`config.mk`:
```
export PLATFORM = sky130hd
export DESIGN_NAME = fmm_fpu
export DESIGN_NICKNAME = d
export VERILOG_FILES = /design/src/rtl/core/fmm_pkg.sv /design/src/rtl/core/fmm_fpu.sv
export SDC_FILE = /design/constraint.sdc
export NUM_CORES = 2
export LEC_CHECK = 0
export ABC_CLOCK_PERIOD_IN_PS = 27200
export BUFFER_PORTS_ARGS = -buffer_cell sky130_fd_sc_hd__buf_2
export CAP_MARGIN = 20
export CORE_MARGIN = 2
export CORE_UTILIZATION = 44
export CTS_CLUSTER_SIZE = 28
export DETAILED_ROUTE_END_ITERATION = 7
export GPL_TIMING_DRIVEN = 0
export PLACE_DENSITY = 0.62
export SYNTH_ARGS = -nofsm -noshare
export SYNTH_HDL_FRONTEND = slang
export SYNTH_SLANG_ARGS = --single-unit
```
`constraint.sdc`:
```
create_clock -name clk -period 27.2 [get_ports clk]
set_input_delay 5.44 -clock clk [delete_from_list [all_inputs] [get_ports clk]]
set_output_delay 5.44 -clock clk [all_outputs]
set_load 0.03 [all_outputs]
```
`src/rtl/core/fmm_pkg.sv`:
```
package fmm_pkg;

    // matrix geometry
    localparam int MaxDim = 64;
    localparam int IdxW = $clog2(MaxDim);
    localparam int AddrW = 2 * IdxW;
    localparam int DimW = 7;

    // action codes
    localparam logic [1:0] ACT_WRITE_A = 2'd0;
    localparam logic [1:0] ACT_WRITE_B = 2'd1;
    localparam logic [1:0] ACT_COMPUTE = 2'd2;

    // configuration register indexes
    localparam logic CFG_ORDER_N = 1'b0;
    localparam logic CFG_ROW_COUNT = 1'b1;

    localparam logic [31:0] QuietNan = 32'h7FC0_0000;

    // shared unit operation select
    localparam logic FOP_MUL = 1'b0;
    localparam logic FOP_ADD = 1'b1;

    typedef struct packed {
        logic        start;
        logic        op;
        logic [31:0] a;
        logic [31:0] b;
    } fpu_req_t;

    typedef struct packed {
        logic        done;
        logic [31:0] result;
    } fpu_rsp_t;

    // clamp a register value to 1 .. MaxDim
    function automatic logic [DimW-1:0] clamp_dim(input logic [DimW-1:0] v);
        logic [DimW-1:0] r;
        r = v;
        if (v == '0)
            r = DimW'(1);
        else if (32'(v) > MaxDim)
            r = DimW'(MaxDim);
        return r;
    endfunction

endpackage

```
`src/rtl/core/fmm_fpu.sv`:
```
// shared single-precision multiply / add unit, one operation at a time
module fmm_fpu (
    input  logic              clk,
    input  logic              rst_n,
    input  fmm_pkg::fpu_req_t req,
    output fmm_pkg::fpu_rsp_t rsp
);
    import fmm_pkg::*;

    localparam logic [2:0] S_IDLE = 3'd0;
    localparam logic [2:0] S_PREP = 3'd1;
    localparam logic [2:0] S_OP   = 3'd2;
    localparam logic [2:0] S_NORM = 3'd3;
    localparam logic [2:0] S_RND  = 3'd4;

    logic [2:0]  state_reg, state_next;
    logic        op_reg;
    logic [31:0] a_reg, b_reg;
    // unpacked operands
    logic        sa_reg, sb_reg;
    logic signed [10:0] ea_reg, eb_reg;
    logic [23:0] ma_reg, mb_reg;
    logic        spec_reg;
    logic [31:0] spec_val_reg;
    // wide intermediate: value = mag * 2^(exp - 127 - 47)
    logic        rs_reg;
    logic signed [11:0] re_reg;
    logic [49:0] mag_reg;
    logic [5:0]  lz_reg;
    logic [31:0] res_reg;
    logic        done_reg;

    // operand classification
    logic        a_nan, b_nan, a_inf, b_inf, a_zero, b_zero;
    always_comb
    begin
        a_nan  = (a_reg[30:23] == 8'hFF) && (a_reg[22:0] != '0);
        b_nan  = (b_reg[30:23] == 8'hFF) && (b_reg[22:0] != '0);
        a_inf  = (a_reg[30:23] == 8'hFF) && (a_reg[22:0] == '0);
        b_inf  = (b_reg[30:23] == 8'hFF) && (b_reg[22:0] == '0);
        a_zero = (a_reg[30:0] == '0);
        b_zero = (b_reg[30:0] == '0);
    end

    // nan, infinity and zero operands resolved without the datapath
    logic        spec_hit;
    logic [31:0] spec_word;
    always_comb
    begin
        spec_hit  = 1'b1;
        spec_word = QuietNan;
        if (op_reg == FOP_MUL)
        begin
            if (a_nan || b_nan || (a_inf && b_zero) || (b_inf && a_zero))
                spec_word = QuietNan;
            else if (a_inf || b_inf)
                spec_word = {a_reg[31] ^ b_reg[31], 8'hFF, 23'b0};
            else if (a_zero || b_zero)
                spec_word = {a_reg[31] ^ b_reg[31], 31'b0};
            else
                spec_hit = 1'b0;
        end
        else
        begin
            if (a_nan || b_nan || (a_inf && b_inf && (a_reg[31] != b_reg[31])))
                spec_word = QuietNan;
            else if (a_inf)
                spec_word = a_reg;
            else if (b_inf)
                spec_word = b_reg;
            else if (a_zero && b_zero)
                spec_word = {a_reg[31] & b_reg[31], 31'b0};
            else if (a_zero)
                spec_word = b_reg;
            else if (b_zero)
                spec_word = a_reg;
            else
                spec_hit = 1'b0;
        end
    end

    // add alignment: larger magnitude first, sticky for shifted-out bits
    logic        swap;
    logic [11:0] ediff;
    logic [49:0] big_m, sml_m, sml_sh;
    logic        sticky;
    logic [49:0] sml_full;
    always_comb
    begin
        swap = (eb_reg > ea_reg) || ((eb_reg == ea_reg) && (mb_reg > ma_reg));
        big_m = swap ? {2'b0, mb_reg, 24'b0} : {2'b0, ma_reg, 24'b0};
        sml_full = swap ? {2'b0, ma_reg, 24'b0} : {2'b0, mb_reg, 24'b0};
        ediff = swap ? 12'(eb_reg - ea_reg) : 12'(ea_reg - eb_reg);
        if (ediff > 12'd49)
        begin
            sml_sh = '0;
            sticky = (sml_full != '0);
        end
        else
        begin
            sml_sh = sml_full >> ediff[5:0];
            sticky = ((sml_full & ~({50{1'b1}} << ediff[5:0])) != '0);
        end
        sml_m = {sml_sh[49:1], sml_sh[0] | sticky};
    end

    // significand product
    logic [47:0] prod_m;
    assign prod_m = ma_reg * mb_reg;

    // leading zero count of the wide magnitude
    logic [5:0] lz;
    always_comb
    begin
        lz = 6'd50;
        for (int i = 0; i < 50; i++)
            if (mag_reg[i])
                lz = 6'(49 - i);
    end

    // normalize so the leading one sits at bit 48, handling subnormals
    logic signed [11:0] e_norm;
    logic [49:0] m_norm;
    logic [49:0] m_sh;
    logic signed [11:0] shl;
    logic        st2;
    always_comb
    begin
        // leading bit at position 49-lz; exponent of it is re_reg + (49-lz) - 47
        e_norm = re_reg + 12'sd1 - 12'(lz_reg) + 12'sd1;
        // target leading position 48
        shl = 12'(lz_reg) - 12'sd1;
        if (e_norm < 12'sd1)
            shl = shl - (12'sd1 - e_norm);
        st2 = 1'b0;
        if (shl >= 0)
            m_sh = mag_reg << shl[5:0];
        else if (-shl > 12'sd49)
        begin
            m_sh = '0;
            st2 = (mag_reg != '0);
        end
        else
        begin
            m_sh = mag_reg >> 6'(-shl);
            st2 = ((mag_reg & ~({50{1'b1}} << 6'(-shl))) != '0);
        end
        m_norm = {m_sh[49:1], m_sh[0] | st2};
        if (e_norm < 12'sd1)
            e_norm = 12'sd0;
    end

    // final rounding and packing after normalization
    logic [31:0] final_word;
    logic [23:0] fm;
    logic        fg, fs, fr;
    logic [24:0] fmr;
    logic [11:0] fe;
    always_comb
    begin
        fm = m_norm[48:25];
        fg = m_norm[24];
        fs = (m_norm[23:0] != '0);
        fr = fg && (fs || fm[0]);
        fmr = {1'b0, fm} + 25'(fr);
        fe = 12'(e_norm);
        if (fmr[24])
        begin
            fmr = fmr >> 1;
            fe = fe + 12'd1;
        end
        else if ((fe == 12'd0) && fmr[23])
            fe = 12'd1;
        if (mag_reg == '0)
            final_word = {(op_reg == FOP_MUL) ? rs_reg : 1'b0, 31'b0};
        else if ($signed(fe) >= 12'sd255)
            final_word = {rs_reg, 8'hFF, 23'b0};
        else
            final_word = {rs_reg, fe[7:0], fmr[22:0]};
    end

    // sequencer
    always_comb
    begin
        state_next = state_reg;
        case (state_reg)
            S_IDLE: if (req.start) state_next = S_PREP;
            S_PREP: state_next = S_OP;
            S_OP:   state_next = spec_reg ? S_IDLE : S_NORM;
            S_NORM: state_next = S_RND;
            S_RND:  state_next = S_IDLE;
            default: state_next = S_IDLE;
        endcase
    end

    always_ff @(posedge clk or negedge rst_n)
    begin
        if (!rst_n)
        begin
            state_reg <= S_IDLE;
            done_reg  <= 1'b0;
        end
        else
        begin
            state_reg <= state_next;
            done_reg  <= ((state_reg == S_OP) && spec_reg) || (state_reg == S_RND);
        end
    end

    // datapath
    always_ff @(posedge clk)
    begin
        case (state_reg)
            S_IDLE:
            begin
                if (req.start)
                begin
                    op_reg <= req.op;
                    a_reg  <= req.a;
                    b_reg  <= req.b;
                end
            end
            S_PREP:
            begin
                sa_reg <= a_reg[31];
                sb_reg <= b_reg[31];
                ea_reg <= (a_reg[30:23] == '0) ? 11'sd1 : 11'(a_reg[30:23]);
                eb_reg <= (b_reg[30:23] == '0) ? 11'sd1 : 11'(b_reg[30:23]);
                ma_reg <= {(a_reg[30:23] != '0), a_reg[22:0]};
                mb_reg <= {(b_reg[30:23] != '0), b_reg[22:0]};
                spec_reg     <= spec_hit;
                spec_val_reg <= spec_word;
            end
            S_OP:
            begin
                if (spec_reg)
                    res_reg <= spec_val_reg;
                else if (op_reg == FOP_MUL)
                begin
                    // product 48 bits, value = mag * 2^(re-47-127)
                    rs_reg  <= sa_reg ^ sb_reg;
                    mag_reg <= {2'b0, prod_m};
                    re_reg  <= 12'(ea_reg) + 12'(eb_reg) - 12'sd126;
                end
                else
                begin
                    rs_reg <= swap ? sb_reg : sa_reg;
                    re_reg <= swap ? 12'(eb_reg) : 12'(ea_reg);
                    if (sa_reg == sb_reg)
                        mag_reg <= big_m + sml_m;
                    else
                        mag_reg <= big_m - sml_m;
                end
            end
            S_NORM:
            begin
                lz_reg <= lz;
            end
            S_RND:
            begin
                res_reg <= final_word;
            end
            default:
            begin
                res_reg <= res_reg;
            end
        endcase
    end

    assign rsp.done = done_reg;
    assign rsp.result = res_reg;

endmodule

```
## Yosys cells after proc, flatten, opt, wreduce, memory -nomap -nowiden

Index checks and enable logic that the tools add are counted.

- Register bits: 269
- Word-level logic and storage cells: 219
- Bits of input ports: 68
- Output and inout port bits: 33

- Bitwise operators: 10
- $lt $le $gt $ge: 7
- Reductions and logical operators: 49
- Equality and inequality tests: 11
- Multiply operators: 1
- Mux-type cells: 97
- Shifts and indexed selects: 5
- Add/sub/neg operators: 15

Operators with widths:

| kind | count |
|---|---|
| 2-to-1 mux 32 bit | 12 |
| nonzero test 50 bit | 4 |
| 2-to-1 mux 48 bit | 3 |
| 2-to-1 mux 6 bit | 17 |
| 2-to-1 mux 50 bit | 2 |
| NOT 50 bit | 2 |
| left shift 50 x 6 -> 50 bit, first input constant | 2 |
| 2-to-1 mux 49 bit | 2 |
| 2-to-1 mux 5 bit | 16 |
| 2-to-1 mux 12 bit | 6 |
| case mux 32 bit (2 select lines) | 1 |
| logical NOT 31 bit | 2 |
| adder 48 x 50 -> 50 bit | 1 |
| AND 48 x 50 -> 50 bit | 1 |
| AND 50 bit | 1 |
| logical NOT 50 bit | 1 |
| left shift 50 x 6 -> 49 bit | 1 |
| right shift 48 x 6 -> 50 bit | 1 |
| right shift 50 x 6 -> 49 bit | 1 |
| subtractor 48 x 50 -> 50 bit | 1 |
| multiplier 24 x 24 -> 48 bit | 1 |
| logical NOT 23 bit | 2 |
| nonzero test 23 bit | 2 |
| adder 12 x 1 -> 12 bit, second input constant | 3 |
| other kinds (50) | 110 |

## Longest topological paths before layout

- Depth after elaboration: 49
- Depth in mapped cells: 46
- Depth with buffers taken out: 41

## Worst setup path before layout

OpenSTA, ideal clock, no wires.

- Path type: in2reg
- Start point: in req[65] in the netlist's numbering
- End point: reg a_reg[0] (enable)
- Data required time: 26.632 ns
- Setup time: 0.568 ns
- Data arrival time: 9.918 ns
- Slack: 16.714 ns
- Stages: 2
- Path buffers: 0
- Cell sequence: nand2b_1 -> nor3_1

- Longest elaborated chain between the ends: 1

Ends and longest elaborated chain:

| element | RTL line | text |
|---|---|---|
| start: declaration | fmm_fpu.sv:5 | `input fmm_pkg::fpu_req_t req,` |
| AND reduction 2 bit (no line) | - |  |
| end signal: assignment | fmm_fpu.sv:219 | `a_reg <= req.a;` |
| end: declaration | fmm_fpu.sv:18 | `logic [31:0] a_reg, b_reg;` |

Every way passes these cells.
A chain may end at the register's enable or synchronous reset.

## Worst setup path after layout

- Start point: reg lz_reg[2]
- End point: reg res_reg[0], data pin

- Longest elaborated chain between the ends: 24
- Elaborated cells on any way between the ends: 36
- Classes of those cells: add/sub (8); order compare (4); shift (3); mux (12); bitwise (3); reduce/logical (6)

Ends and longest elaborated chain:

| element | RTL line | text |
|---|---|---|
| start: declaration | fmm_fpu.sv:29 | `logic [5:0] lz_reg;` |
| start signal: assignment | fmm_fpu.sv:257 | `lz_reg <= lz;` |
| subtractor 12 x 6 -> 12 bit | fmm_fpu.sv:130 | `e_norm = re_reg + 12'sd1 - 12'(lz_reg) + 12'sd1;` |
| adder 12 x 1 -> 12 bit | fmm_fpu.sv:130 |  |
| subtractor 2 x 12 -> 12 bit | fmm_fpu.sv:134 | `shl = shl - (12'sd1 - e_norm);` |
| subtractor 7 x 12 -> 12 bit | fmm_fpu.sv:134 |  |
| 2-to-1 mux 12 bit | fmm_fpu.sv:133 | `if (e_norm < 12'sd1)` |
| negator 12 bit | fmm_fpu.sv:145, fmm_fpu.sv:146 |  |
| left shift 50 x 6 -> 50 bit | fmm_fpu.sv:146 | `st2 = ((mag_reg & ~({50{1'b1}} << 6'(-shl))) != '0);` |
| NOT 50 bit | fmm_fpu.sv:146 |  |
| [8 not listed] | - |  |
| adder 24 x 1 -> 25 bit | fmm_fpu.sv:165 | `fmr = {1'b0, fm} + 25'(fr);` |
| logical AND 1 bit | fmm_fpu.sv:172 | `else if ((fe == 12'd0) && fmr[23])` |
| 2-to-1 mux 12 bit | fmm_fpu.sv:172 |  |
| 2-to-1 mux 12 bit | fmm_fpu.sv:167 | `if (fmr[24])` |
| >= comparator 12 x 9 -> 1 bit | fmm_fpu.sv:176 | `else if ($signed(fe) >= 12'sd255)` |
| 2-to-1 mux 31 bit (*) | fmm_fpu.sv:176 |  |
| 2-to-1 mux 32 bit (*) | fmm_fpu.sv:174 | `if (mag_reg == '0)` |
| case mux 32 bit (2 select lines) (*) | fmm_fpu.sv:213 | `case (state_reg)` |
| end signal: assignment | fmm_fpu.sv:237 | `res_reg <= spec_val_reg;` |
| end signal: assignment | fmm_fpu.sv:261 | `res_reg <= final_word;` |
| end signal: assignment | fmm_fpu.sv:265 | `res_reg <= res_reg;` |
| end: declaration | fmm_fpu.sv:30 | `logic [31:0] res_reg;` |

Every way passes the cells marked *; elsewhere a longest branch is shown, timed or not.

==> impl_metrics.tcl <==
set metrics [dict create \
    clk-insertion-delay-late_ns 0.60 \
    reg2reg_slack_ns 12.95 \
    antenna_found_initial 12 \
    cts_sinks 269 \
    synth.most_common_cell "nand2_1" \
    synth_common_cells "nand2_1 (782), inv_1 (668), fa_1 (488)" \
    tightest_slew_ns 1.59 \
    drive_above_1_share_pct 7.08 \
    track_usage_pct 38.6 \
    slew_violations 6 \
    dieWidth_um 330 \
    place_ws_ns 13.30 \
    grt_pass1_wl_um 306000 \
    min_from "a_reg[11]$_DFFE_PP_" \
    routabilityCongestion 1.07 \
    cts_made_buffers 31 \
    crit_path_max_incr_delay_ns 0.80 \
    synth_ff_type "edfxtp_1" \
    synth_area_leaders "fa_1 (21%), edfxtp_1 (17%), ha_1 (8.5%)" \
    wl_per_cell_um 29.5 \
    path_clk_slew_ns 0.06 \
    maxCapViolCount 0 \
    syn_area_mm2 0.0468 \
    fp.dieH_um 330 \
    start_util_pct 44.4 \
    layout_setup_ws_ns 12.95 \
    worstRegToRegCells 39 \
    synth_area_leader_cell "fa_1" \
    clockRootBuffer "clkbuf_16" \
    violations "design-rule violations, max-slew violations" \
    rsz0062_at_grt "no" \
    cts_tree "yes" \
    synth_warnings 0 \
    postCtsHoldBufs 0 \
    vias_per_cell 6.28 \
    cts_buffer_depth 3 \
    path_class "flop to flop" \
    reg2reg_to "res_reg[0]$_DFFE_PP_" \
    core_region_area_mm2 0.105 \
    min_to "ma_reg[11]$_DFFE_PP_" \
    hold_depth 0 \
    synth_enable_flop_cells 265 \
    pin_count 101 \
    first_global_vias 43594 \
    slew_headroom_pct -6.18 \
    post_cts_buffers 0 \
    grt_max_degree 33 \
    route.detailed.drc 11 \
    synth_cell_types 117 \
    critPathCaptureType "flop" \
    syn_inst 5625 \
    setup_viol 0 \
    dp_hpwl_um 175000 \
    drt_iter0_drc 6099 \
    hold_path_class "flop to flop" \
    arrival_ns 14.58 \
    timing.rr.start "lz_reg[2]$_SDFFCE_PP0P_" \
    cts_resized 0 \
    period_minus_slack_ns 14.25 \
    vias 45296 \
    syn-num-nets 6497 \
    outcome "complete, but fails checks" \
    cp_data_required_time_ns 27.53 \
    crit_fanout 10 \
    async_reset_ff_share_pct 1.49 \
    area_growth_pct 7.80 \
    crit_slowest_cell "nor2b_1" \
    die_area_mm2 0.109 \
    tns_ns 0 \
    synth_seq_area_share_pct 17.2 \
    htree_levels 1 \
    yosysTopAreaCellShare_pct 20.9 \
    fp-row-count 119 \
    skew_ns 0.0185 \
    ys_ff_latch 269 \
    grt.overflow.total 0 \
    routed_wl_um 213000 \
    hold_violations 0 \
    start_kind "flop" \
    port_buffers 100 \
    nNetsFinal 6664 \
    largest_register_ffs 50 \
    clock.fmax_ghz 0.0702 \
    ant_nets 0 \
    firstDrtPassIters 8 \
    avgSynthCellArea_um2 8.31 \
    fin_crit_sh_pct 52.4 \
]
[stage by stage]
stage,cells,util (%),hold slack [ns],area (um^2)
3_5_place_dp,7145,46.8,0.468,49400
4_1_cts,7202,47.8,0.486,50400
5_1_grt,7207,47.8,0.501,50400
2_1_floorplan,5625,-,0.449,46800
6_report,7210,47.8,0.489,50400
3_3_place_gp,7116,46.5,0.473,49000
[layout by cell type (no fill, tap or decap), types with 66 or more instances in the layout]
cell and count:
nand2_1 782, inv_1 668, fa_1 488, nor2_1 392, ha_1 316, clkbuf_1 299, o21ai_0 287, edfxtp_1 265
a21oi_1 239, and2_1 161, buf_2 145, nand3_1 134, nor3_1 133, xnor2_1 100, mux2i_1 86, nor4_1 73
a21o_1 66
[kinds of logic after synthesis]
group	count (synthesis)	synth area share, %
multiplexers	158	4.47
XOR/XNOR	160	3.01
adder cells (fa/ha/maj)	806	29.4
AND/OR/NAND/NOR	1964	19.8
buffers and inverters	1059	8.81
flip-flops	269	17.2
AO/OA/AOI/OAI	1209	17.3
[worst max path at each step]
stage | startpoint | endpoint
final | lz_reg[2]$_SDFFCE_PP0P_ | res_reg[0]$_DFFE_PP_
after global routing | lz_reg[2]$_SDFFCE_PP0P_ | res_reg[3]$_DFFE_PP_
after CTS | lz_reg[2]$_SDFFCE_PP0P_ | res_reg[0]$_DFFE_PP_
after detailed placement | lz_reg[2]$_SDFFCE_PP0P_ | res_reg[0]$_DFFE_PP_
after global placement | lz_reg[2]$_SDFFCE_PP0P_ | res_reg[0]$_DFFE_PP_
after floorplan | req[65] | a_reg[0]$_DFFE_PP_
[critical path: cells and delay by family (launching register included)]
kind,cells,cell delay [ns]
buffers and inverters,13,4.96
muxes,1,0.27
adders and majority gates,4,1.10
AOI/OAI and AO/OA,11,3.57
and+or+nand+nor,10,3.58
DFF,1,0.48
[routing by layer]
layer / wire length (um) / track usage, % / part of all wire [%]
met2: 91500 / 58.2 / 43
met1: 83000 / 50.3 / 39
met3: 21500 / 8.44 / 10
met4: 16900 / 24.8 / 7.9
met5: 50 / 0 / 0.023
[area by class of cell]
| type | count | area [um^2] |
|---|---|---|
| diodes | 3 | 7.51 |
| multi-input cells | 4297 | 34700 |
| well taps | 1391 | 1740 |
| clock buffers | 33 | 783 |
| fillers | 10578 | 55000 |
| plain buffers | 387 | 1600 |
| clock inverters | 24 | 208 |
| repair buffers | 134 | 848 |
| inverters | 672 | 2520 |
| flip-flops and latches | 269 | 8060 |
Power is left out: the tool's default activity adds up to more than one toggle a clock period on the data nets, which glitch-free logic cannot reach.
